### src/rtl/core/fnp_pkg.sv
// Shared types and character constants for the FASTA nucleotide packer.
package fnp_pkg;

    localparam int unsigned CHAR_W  = 8;
    localparam int unsigned CODE_W  = 2;
    localparam int unsigned SLOTS   = 4;
    localparam int unsigned COUNT_W = 2;
    localparam int unsigned CFG_IDX_W  = 2;
    localparam int unsigned CFG_DATA_W = 2;

    // Character codes (ASCII).
    localparam logic [CHAR_W-1:0] CHR_NEWLINE = 8'h0A;
    localparam logic [CHAR_W-1:0] CHR_SEMI    = 8'h3B;
    localparam logic [CHAR_W-1:0] CHR_GT      = 8'h3E;
    localparam logic [CHAR_W-1:0] CHR_A       = 8'h41;
    localparam logic [CHAR_W-1:0] CHR_C       = 8'h43;
    localparam logic [CHAR_W-1:0] CHR_G       = 8'h47;
    localparam logic [CHAR_W-1:0] CHR_T       = 8'h54;
    localparam logic [CHAR_W-1:0] CHR_LOW_A   = 8'h61;
    localparam logic [CHAR_W-1:0] CHR_LOW_Z   = 8'h7A;
    localparam logic [CHAR_W-1:0] CASE_OFFSET = 8'h20;

    // Nucleotide A always packs as zero.
    localparam logic [CODE_W-1:0] CODE_A = 2'd0;

    // Input action codes.
    localparam logic ACT_CHAR = 1'b0;
    localparam logic ACT_END  = 1'b1;

    // Configuration register indexes.
    localparam logic [CFG_IDX_W-1:0] CFG_DROP_PARTIAL = 2'd0;
    localparam logic [CFG_IDX_W-1:0] CFG_CODE_C       = 2'd1;
    localparam logic [CFG_IDX_W-1:0] CFG_CODE_G       = 2'd2;
    localparam logic [CFG_IDX_W-1:0] CFG_CODE_T       = 2'd3;

    typedef struct packed {
        logic [CODE_W-1:0] code_c;
        logic [CODE_W-1:0] code_g;
        logic [CODE_W-1:0] code_t;
    } t_codes;

    typedef struct packed {
        logic              is_letter;
        logic              is_hdr_start;
        logic              is_newline;
        logic [CODE_W-1:0] code;
    } t_char_class;

    typedef struct packed {
        logic [CHAR_W-1:0]  packed_byte;
        logic               byte_valid;
        logic [COUNT_W-1:0] empty_slots;
        logic               stream_done;
    } t_result;

endpackage

### src/rtl/core/fnp_classify.sv
// Character classifier: case folding, header markers and nucleotide codes.
module fnp_classify (
    input  logic [fnp_pkg::CHAR_W-1:0] i_char,
    input  fnp_pkg::t_codes            i_codes,
    output fnp_pkg::t_char_class       o_class
);
    import fnp_pkg::*;

    logic [CHAR_W-1:0] folded;

    always_comb begin
        folded = i_char;
        if (i_char inside {[CHR_LOW_A:CHR_LOW_Z]}) begin
            folded = i_char - CASE_OFFSET;
        end
    end

    always_comb begin
        o_class            = '0;
        o_class.is_newline = (i_char == CHR_NEWLINE);
        case (folded)
            CHR_A: begin
                o_class.is_letter = 1'b1;
                o_class.code      = CODE_A;
            end
            CHR_C: begin
                o_class.is_letter = 1'b1;
                o_class.code      = i_codes.code_c;
            end
            CHR_G: begin
                o_class.is_letter = 1'b1;
                o_class.code      = i_codes.code_g;
            end
            CHR_T: begin
                o_class.is_letter = 1'b1;
                o_class.code      = i_codes.code_t;
            end
            CHR_SEMI, CHR_GT: begin
                o_class.is_hdr_start = 1'b1;
            end
            default: begin
                o_class.is_letter = 1'b0;
            end
        endcase
    end

endmodule

### src/rtl/core/fnp_pack.sv
// Packing state, flush logic and two-entry output register.
module fnp_pack (
    input  logic                       i_clk,
    input  logic                       i_rst_n,
    input  logic                       i_accept,
    input  logic                       i_action,
    input  fnp_pkg::t_char_class       i_class,
    input  logic                       i_drop_partial,
    output logic                       o_full,
    output logic                       o_out_valid,
    input  logic                       i_out_stall,
    output fnp_pkg::t_result           o_out
);
    import fnp_pkg::*;

    logic [CHAR_W-1:0]  r_acc, n_acc;
    logic [COUNT_W-1:0] r_held, n_held;
    logic               r_in_header, n_in_header;
    t_result            r_out, n_out;
    logic               r_out_valid, n_out_valid;
    t_result            r_skid, n_skid;
    logic               r_skid_valid, n_skid_valid;

    t_result           res;
    logic              res_valid;
    logic [CHAR_W-1:0] acc_shift;
    logic [CHAR_W-1:0] flush_byte;
    logic              pop;

    assign acc_shift = {r_acc[CHAR_W-CODE_W-1:0], i_class.code};

    always_comb begin
        case (r_held)
            2'd1:    flush_byte = {r_acc[1:0], 6'b0};
            2'd2:    flush_byte = {r_acc[3:0], 4'b0};
            2'd3:    flush_byte = {r_acc[5:0], 2'b0};
            default: flush_byte = '0;
        endcase
    end

    // Next packing state and the result of the accepted word.
    always_comb begin
        n_acc       = r_acc;
        n_held      = r_held;
        n_in_header = r_in_header;
        res         = '0;
        res_valid   = 1'b0;
        if (i_accept) begin
            if (i_action == ACT_END) begin
                res_valid       = 1'b1;
                res.stream_done = 1'b1;
                if (r_held != '0 && !i_drop_partial) begin
                    res.packed_byte = flush_byte;
                    res.byte_valid  = 1'b1;
                    res.empty_slots = COUNT_W'(3'(SLOTS) - {1'b0, r_held});
                end
                n_acc       = '0;
                n_held      = '0;
                n_in_header = 1'b0;
            end else if (r_in_header) begin
                if (i_class.is_newline) begin
                    n_in_header = 1'b0;
                end
            end else if (i_class.is_letter) begin
                if (r_held == COUNT_W'(SLOTS - 1)) begin
                    res_valid       = 1'b1;
                    res.packed_byte = acc_shift;
                    res.byte_valid  = 1'b1;
                    n_acc           = '0;
                    n_held          = '0;
                end else begin
                    n_acc  = acc_shift;
                    n_held = r_held + 1'b1;
                end
            end else if (i_class.is_hdr_start) begin
                n_in_header = 1'b1;
            end
        end
    end

    // Output register backed by a skid entry; input stalls only while the skid is full.
    assign pop = r_out_valid && !i_out_stall;

    always_comb begin
        n_out        = r_out;
        n_out_valid  = r_out_valid;
        n_skid       = r_skid;
        n_skid_valid = r_skid_valid;
        if (pop) begin
            if (r_skid_valid) begin
                n_out        = r_skid;
                n_out_valid  = 1'b1;
                n_skid_valid = 1'b0;
            end else begin
                n_out       = res;
                n_out_valid = res_valid;
            end
        end else if (!r_out_valid) begin
            n_out       = res;
            n_out_valid = res_valid;
        end else if (res_valid) begin
            n_skid       = res;
            n_skid_valid = 1'b1;
        end
    end

    always_ff @(posedge i_clk) begin
        if (!i_rst_n) begin
            r_acc        <= '0;
            r_held       <= '0;
            r_in_header  <= 1'b0;
            r_out_valid  <= 1'b0;
            r_skid_valid <= 1'b0;
        end else begin
            r_acc        <= n_acc;
            r_held       <= n_held;
            r_in_header  <= n_in_header;
            r_out_valid  <= n_out_valid;
            r_skid_valid <= n_skid_valid;
        end
    end

    always_ff @(posedge i_clk) begin
        r_out  <= n_out;
        r_skid <= n_skid;
    end

    assign o_full      = r_skid_valid;
    assign o_out_valid = r_out_valid;
    assign o_out       = r_out;

    a_skid_behind_out: assert property (@(posedge i_clk) disable iff (!i_rst_n)
        r_skid_valid |-> r_out_valid)
        else $error("skid entry holds a word while the output register is empty");

    a_end_clears: assert property (@(posedge i_clk) disable iff (!i_rst_n)
        (i_accept && i_action == ACT_END) |=> (r_held == '0 && r_acc == '0 && !r_in_header))
        else $error("packing state not cleared after end of stream");

    a_flush_slots: assert property (@(posedge i_clk) disable iff (!i_rst_n)
        (r_out_valid && r_out.stream_done && r_out.byte_valid) |-> (r_out.empty_slots != '0))
        else $error("flushed partial byte reports no empty slots");

    a_full_byte: assert property (@(posedge i_clk) disable iff (!i_rst_n)
        (r_out_valid && !r_out.stream_done) |-> (r_out.byte_valid && r_out.empty_slots == '0))
        else $error("full byte word carries wrong flags");

    a_no_accept_when_full: assert property (@(posedge i_clk) disable iff (!i_rst_n)
        (r_skid_valid && r_out_valid && i_out_stall) |=> r_skid_valid)
        else $error("skid entry lost while output stalled");

endmodule

### src/rtl/core/fasta_nucleotide_packer_top.sv
// Top level of the FASTA nucleotide packer: ports, configuration registers, datapath.
//
//  Channel | Direction | Handshake             | Word
//  --------+-----------+-----------------------+-----------------------------------------
//  in      | input     | i_in_valid/o_in_stall | i_action, i_text_char
//  out     | output    | o_out_valid/i_out_stall | o_packed_byte, o_byte_valid,
//          |           |                       | o_empty_slots, o_stream_done
//  cfg     | input     | i_cfg_valid/o_cfg_ready | i_cfg_index, i_cfg_wdata
//
// One input word is taken per cycle while o_in_stall is low; the packing state updates on
// the accepting edge, when any result word is registered into the output or skid entry.
// Reset (i_rst_n low, synchronous) clears the packing state, the output and skid
// valid flags, and restores the register defaults (C=1, G=2, T=3, no drop).
// A stalled output word holds in the output register; one more fits in the skid entry,
// and o_in_stall rises only while that entry is occupied. Config writes are always ready.
module fasta_nucleotide_packer_top (
    input  logic                           i_clk,
    input  logic                           i_rst_n,
    // input word channel
    input  logic                           i_in_valid,
    output logic                           o_in_stall,
    input  logic                           i_action,
    input  logic [fnp_pkg::CHAR_W-1:0]     i_text_char,
    // result word channel
    output logic                           o_out_valid,
    input  logic                           i_out_stall,
    output logic [fnp_pkg::CHAR_W-1:0]     o_packed_byte,
    output logic                           o_byte_valid,
    output logic [fnp_pkg::COUNT_W-1:0]    o_empty_slots,
    output logic                           o_stream_done,
    // configuration write channel
    input  logic                           i_cfg_valid,
    output logic                           o_cfg_ready,
    input  logic [fnp_pkg::CFG_IDX_W-1:0]  i_cfg_index,
    input  logic [fnp_pkg::CFG_DATA_W-1:0] i_cfg_wdata
);
    import fnp_pkg::*;

    logic        r_drop_partial;
    t_codes      r_codes;
    logic        cfg_write;
    logic        accept;
    logic        full;
    t_char_class char_class;
    t_result     out_word;

    // Registers are plain flops; the port never pushes back.
    assign o_cfg_ready = 1'b1;
    assign cfg_write   = i_cfg_valid && o_cfg_ready;

    always_ff @(posedge i_clk) begin
        if (!i_rst_n) begin
            r_drop_partial <= 1'b0;
            r_codes.code_c <= 2'd1;
            r_codes.code_g <= 2'd2;
            r_codes.code_t <= 2'd3;
        end else if (cfg_write) begin
            case (i_cfg_index)
                CFG_DROP_PARTIAL: r_drop_partial <= i_cfg_wdata[0];
                CFG_CODE_C:       r_codes.code_c <= i_cfg_wdata;
                CFG_CODE_G:       r_codes.code_g <= i_cfg_wdata;
                CFG_CODE_T:       r_codes.code_t <= i_cfg_wdata;
                default:          r_drop_partial <= r_drop_partial;
            endcase
        end
    end

    // Stall only on a full skid entry, so a waiting result never blocks input.
    assign o_in_stall = full;
    assign accept     = i_in_valid && !o_in_stall;

    fnp_classify u_classify (
        .i_char  (i_text_char),
        .i_codes (r_codes),
        .o_class (char_class)
    );

    fnp_pack u_pack (
        .i_clk          (i_clk),
        .i_rst_n        (i_rst_n),
        .i_accept       (accept),
        .i_action       (i_action),
        .i_class        (char_class),
        .i_drop_partial (r_drop_partial),
        .o_full         (full),
        .o_out_valid    (o_out_valid),
        .i_out_stall    (i_out_stall),
        .o_out          (out_word)
    );

    assign o_packed_byte = out_word.packed_byte;
    assign o_byte_valid  = out_word.byte_valid;
    assign o_empty_slots = out_word.empty_slots;
    assign o_stream_done = out_word.stream_done;

endmodule
### config.mk
export PLATFORM = sky130hd
export DESIGN_NAME = fasta_nucleotide_packer_top
export DESIGN_NICKNAME = d
export VERILOG_FILES = /design/src/rtl/core/fnp_pkg.sv /design/src/rtl/core/fnp_classify.sv /design/src/rtl/core/fnp_pack.sv /design/src/rtl/core/fasta_nucleotide_packer_top.sv
export SDC_FILE = /design/constraint.sdc
export NUM_CORES = 1
export LEC_CHECK = 0
export CAP_MARGIN = 20
export CELL_PAD_IN_SITES_DETAIL_PLACEMENT = 1
export CELL_PAD_IN_SITES_GLOBAL_PLACEMENT = 1
export CORE_ASPECT_RATIO = 0.75
export CORE_MARGIN = 2
export CORE_UTILIZATION = 53
export CTS_CLUSTER_DIAMETER = 120
export DETAILED_ROUTE_END_ITERATION = 6
export DONT_BUFFER_PORTS = 1
export PLACE_DENSITY = 0.82
export SYNTH_ARGS = -nofsm -noshare
export SYNTH_HDL_FRONTEND = slang
export SYNTH_HIERARCHICAL = 1
export SYNTH_SLANG_ARGS = --single-unit
### constraint.sdc
create_clock -name i_clk -period 7.5 [get_ports i_clk]
set_input_delay 1.125 -clock i_clk [delete_from_list [all_inputs] [get_ports i_clk]]
set_output_delay 1.125 -clock i_clk [all_outputs]
set_load 0.05 [all_outputs]
; Word-level counts from Yosys, hierarchy flattened
; Cells that the tools add are included.
[word_totals]
register_bits = 42
input_bits = 18
output_inout_bits = 15
elab_cells = 95
[op_classes]
n_addsub = 3
order_cmp = 2
n_eq_ne = 15
muxes = 36
bitwise = 2
reduce_logical = 20
[ops]
columns = op, count
row1 = 12-bit two-way mux, 4
row2 = 9-bit two-way mux, 4
row3 = 8-bit by 7-bit == test with 1-bit output (second input constant), 4
row4 = 6-bit two-way mux, 4
row5 = 8-bit case mux with 3 select lines, 1
row6 = 8-bit by 6-bit == test with 1-bit output (second input constant), 2
row7 = 1-bit two-way mux, 15
row8 = 11-bit two-way mux, 1
row9 = 2-bit AND reduction, 5
row10 = 2-bit == test (second input constant), 4
row11 = 8-bit by 4-bit == test with 1-bit output (second input constant), 1
row12 = 8-bit by 7-bit >= comparator with 1-bit output (second input constant), 1
row13 = 8-bit by 7-bit <= comparator with 1-bit output (second input constant), 1
row14 = 2-bit two-way mux, 4
row15 = 8-bit two-way mux, 1
row16 = 8-bit by 6-bit subtractor with 8-bit output (second input constant), 1
row17 = 2-bit case mux with 3 select lines, 1
row18 = 3-bit AND reduction, 2
row19 = 2-bit by 1-bit == test with 1-bit output (second input constant), 2
row20 = 1-bit logical AND, 4
row21 = 2-bit inequality test (second input constant), 2
row22 = 2-bit nonzero test, 2
row23 = 2-bit OR reduction, 2
row24 = 4-bit OR reduction, 1
row25 = other kinds (6), 9

; Depth between registers and ports, before layout
[logic_depth]
word_depth = 12
mapped_depth = 9
depth_no_buf = 9

; Hierarchy
; The synthesis kept the hierarchy.
[modules_own_cells]
columns = mod, instances, cells_each, area_each_um2, seq_area_each_um2
row1 = fnp_pack, 1, 133, 1574.0, 940.9
row2 = fasta_nucleotide_packer_top, 1, 33, 319.1, 140.1
row3 = fnp_classify, 1, 29, 222.7, 0.0

; Worst setup path before layout
; OpenSTA, ideal clock, no wires.
[synth_timing]
kind = input to register
startpoint = input i_text_char[5] (netlist name)
endpoint = register u_pack/r_skid[0] (netlist name) (enable)
setup_ps = 380
arrival_ps = 3316
required_time_ps = 7120
setup_slack_ps = 3803
path_stages = 9
path_buffers = 0
cell_sequence = inv_1 > ha_1 > o31ai_2 > o41ai_4 > nor4b_1 > nor2b_1 > a21o_1 > nand2_1 > nor2_1
[synth_lines]
columns = element, line_no
row1 = start: declaration, fasta_nucleotide_packer_top.sv:23  ; input logic [fnp_pkg::CHAR_W-1:0] i_text_char,
row2 = end signal: assignment, fnp_pack.sv:125  ; r_skid <= n_skid;
row3 = end: declaration, fnp_pack.sv:21  ; t_result r_skid, n_skid;

==> results.md <==
- Setup slack, reg-to-reg: between 5000 and 6000 ps
- DIE HEIGHT: 58.7 um
- Reg-to-reg endpoint: u_pack/r_skid[6]
- Avg WL per Cell: around 18 um
- Clk buf depth: 2
- Largest family of logic cells by synthesized area: simple AND/OR/NAND/NOR gates
- Total Wirelength: roughly 4500 um
- Root Buffer: clkbuf_8
- Syn-to-layout area delta: 6.15%
- Worst-Margin Slew: approximately 940 ps
- Total nets after synthesis: approximately 220
- Initial antenna violation count: 0
- Largest stage delay, worst path: 780 ps
- Int Power: roughly 320 uW
- Sw Share: roughly 24%
- Vias per inst: about 5.9
- Yosys warnings: 6
- Final Cycle Share: about 52%
- HP Start: r_codes[5]
- Cts repair resizes: 0
- Reg2reg start: u_pack/o_full
- Final hold slack: 466 ps
- Synthesized instance count: between 150 and 200
- Clock sink count: between 40 and 50
- Most common cell after layout, fill and taps aside: edfxtp_1
- Comb pwr share: under 10%
- NumNets Final: 219
- Num CTS Buffers: 5
- # setup viols final: 0
- Number of global-route vias before repair: 1536
- Synth Area in Simple Gates: about 20%
- CTS tree: built
- Crit path capture type: register
- Power Dens Cells: 190 nW/um2
- WHS Path Cells: 2
- Flop pwr share: between 60% and 70%
- Max-Cap Viols: 0
- Port Buffers: 0
- Worst EP arrival: 3810 ps
- Critical Path RT: ~7400 ps
- Ports: 33
- # Post-CTS Setup Buffers: 0
- Antenna Nets Post-Route: 0
- First-pass GRT wire length: about 7400 um
- Largest net degree at the start of global routing: 24
- Hold_buf cts: 0
- Grt total ovfl: 0
- Seq/Total Area, Yosys: 51.1%
- Worst skew pair latency: ~290 ps
- Status: completed
- RSZ-0062 raised after global routing: no
- Initial DRC Count: slightly above 40
- CORE AREA: about 3700 um2
- Crit-path cells: inv_1 -> ha_1 -> o31ai_2 -> o41ai_4 -> nor4b_1 -> nor2b_1 -> a21o_1 -> nand2_1 -> nor2_1
- Clk pwr share: between 30% and 40%
- Starting Density: 56.7%
- Yosys reg bits: between 40 and 50
- Final Hold Violating Endpoints: 0
- EDFF count, synth: 24
- Syn avg cell area: roughly 11 um2
- Slowest CP cell: nor2_1
- Largest delay share family, worst path: simple AND/OR/NAND/NOR gates
- Synth unique cells: 43
- Ys async rst share: 0%
- RePlAce Congestion: between 0.8 and 0.9
- Synth Area in XOR/XNOR: less than 1%
- Multiplexer area fraction after synthesis: between 9 and 10%
- Total Neg Setup Slack: 0 ps
- GRT Util Overall: between 20% and 30%
- Worst Hold End: r_codes[5]
- Most frequent cells in the layout: edfxtp_1 (24), nand2_1 (21), dfxtp_1 (18), nand3_1 (15), nor2b_1 (12)
- Post-Synth Adder-Cell Area: 2.96%
- Compound-Gate Fraction of Synth Area: between 10% and 20%
- Max-slew headroom: 37.1%
- Max Freq: 0.257 GHz
- FF-to-FF path depth: 3
- Leak pwr: 0.000785 uW
- TritonRoute pass-1 iters: 4
- Chip width: roughly 77 um
- Slew Limit Fails: 0
- Ys flop type: edfxtp_1
- HPWL Detailed: roughly 3500 um
- Clock Pin Slew Worst Setup and Hold Paths: 80 ps
- Clock Skews: approximately 5.8 ps
- Mapped Area: about 2100 um2
- DRC viols: 0
- Buf+Inv Stages, Crit Path: 1
- HP Class: register to register
- Htree depth: 2
- Crit path kind: input port to register
- N_diodes: 0
- Number of vias in the routed layout: ~1500
- FP Rows: 19
- Max FO, Critical Path: 12
- Setup crit start kind: input port
- Minimum clock period: a little under 4000 ps
- Switching Power: around 100 uW
- VDD IR max: 0.138 mV
- Worst Setup SP: i_text_char[5]
- Layout cell share with drive strength beyond 1: a little over an eighth
- Die area: roughly 4500 um2
==> cell type report <==
class	count	area [um2]
repair buffers	1	7.51
inverters	7	26.3
fillers	416	1490
multi-input cells	139	976
flip-flops and latches	42	1080
clock buffers	5	68.8
well taps	52	65.1
clock inverters	3	21.3
==> power by group through the flow <==
stage / registers (uW) / logic (uW) / clock network [uW]
2_1_floorplan: 265 / 20.8 / 0
3_3_place_gp: 265 / 21.4 / 0
3_5_place_dp: 266 / 22.8 / 0
4_1_cts: 260 / 23.0 / 147
5_1_grt: 261 / 25.1 / 158
6_report: 260 / 22.9 / 143
==> Yosys cell counts, types with 3 or more instances <==
library cell	count	area [um2]
o31ai_1	3	22.5
and2_1	3	18.8
a21boi_0	7	52.6
nand2_1	21	78.8
nor2b_1	12	75.1
mux2_2	9	101
edfxtp_1	24	721
a32oi_1	5	43.8
mux2i_1	7	70.1
nand3_1	15	75.1
nand4_1	3	18.8
dfxtp_1	18	360
nor2_1	11	41.3
a21boi_2	3	33.8
ha_1	5	62.6
inv_1	7	26.3
clkbuf_1	4	15.0
a21oi_1	3	15.0
and3_1	3	18.8
o21ai_0	4	20.0
==> layer usage <==
| layer | wire length (um) | GRT usage, % | vias up |
|---|---|---|---|
| met1 | 2020 | 25.3 | 716 |
| met3 | 193 | 5.37 | 9 |
| li1 | - | - | 710 |
| met5 | 0 | 0 | - |
| met2 | 2250 | 39.5 | 32 |
| met4 | 61 | 7.79 | 0 |
==> cells by family after synthesis <==
group / after synthesis
buf+inv: 14
other cells: 1
fa+ha+maj: 5
compound gates: 34
simple gates: 80
flops: 42
mux: 18
xor+xnor: 1
==> worst reg2reg max path, cell delays in order, from the launching register on <==
cell and delay [ps]:
dfxtp_1 520, nor2b_1 580, nand2_1 250, nor2_1 780
==> worst max-delay path by stage <==
| stage | to | slack (ps) | cells after the start |
|---|---|---|---|
| 2_1_floorplan | u_pack/r_skid[0] | 3800 | 9 |
| 3_3_place_gp | u_pack/r_skid[6] | 3520 | 9 |
| 3_5_place_dp | u_pack/r_skid[7] | 3290 | 9 |
| 4_1_cts | u_pack/r_skid[0] | 3580 | 9 |
| 5_1_grt | u_pack/r_skid[0] | 3270 | 9 |
| 6_report | u_pack/r_skid[6] | 3610 | 9 |
==> stage by stage <==
step | power [uW] | util [%] | setup slack, ps | area (um2) | std cells
CTS | 430 | 60.0 | 3580 | 2240 | 248
global placement | 287 | 57.6 | 3520 | 2150 | 240
global route | 444 | 60.2 | 3270 | 2250 | 249
finish | 426 | 60.2 | 3610 | 2250 | 249
detailed placement | 288 | 57.6 | 3290 | 2150 | 240
floorplan | 285 | - | 3800 | 2120 | 195
==> state kept, by name, indices dropped and copies added (netlist names) <==
signal and flops:
u_pack/r_in_header 1, u_pack/r_acc 6, u_pack/r_skid 12, u_pack/o_out_valid 1
u_pack/o_full 1, u_pack/r_held 2, u_pack/o_out 12, r_codes 6
r_drop_partial 1
Power figures use the tool's default switching activity.
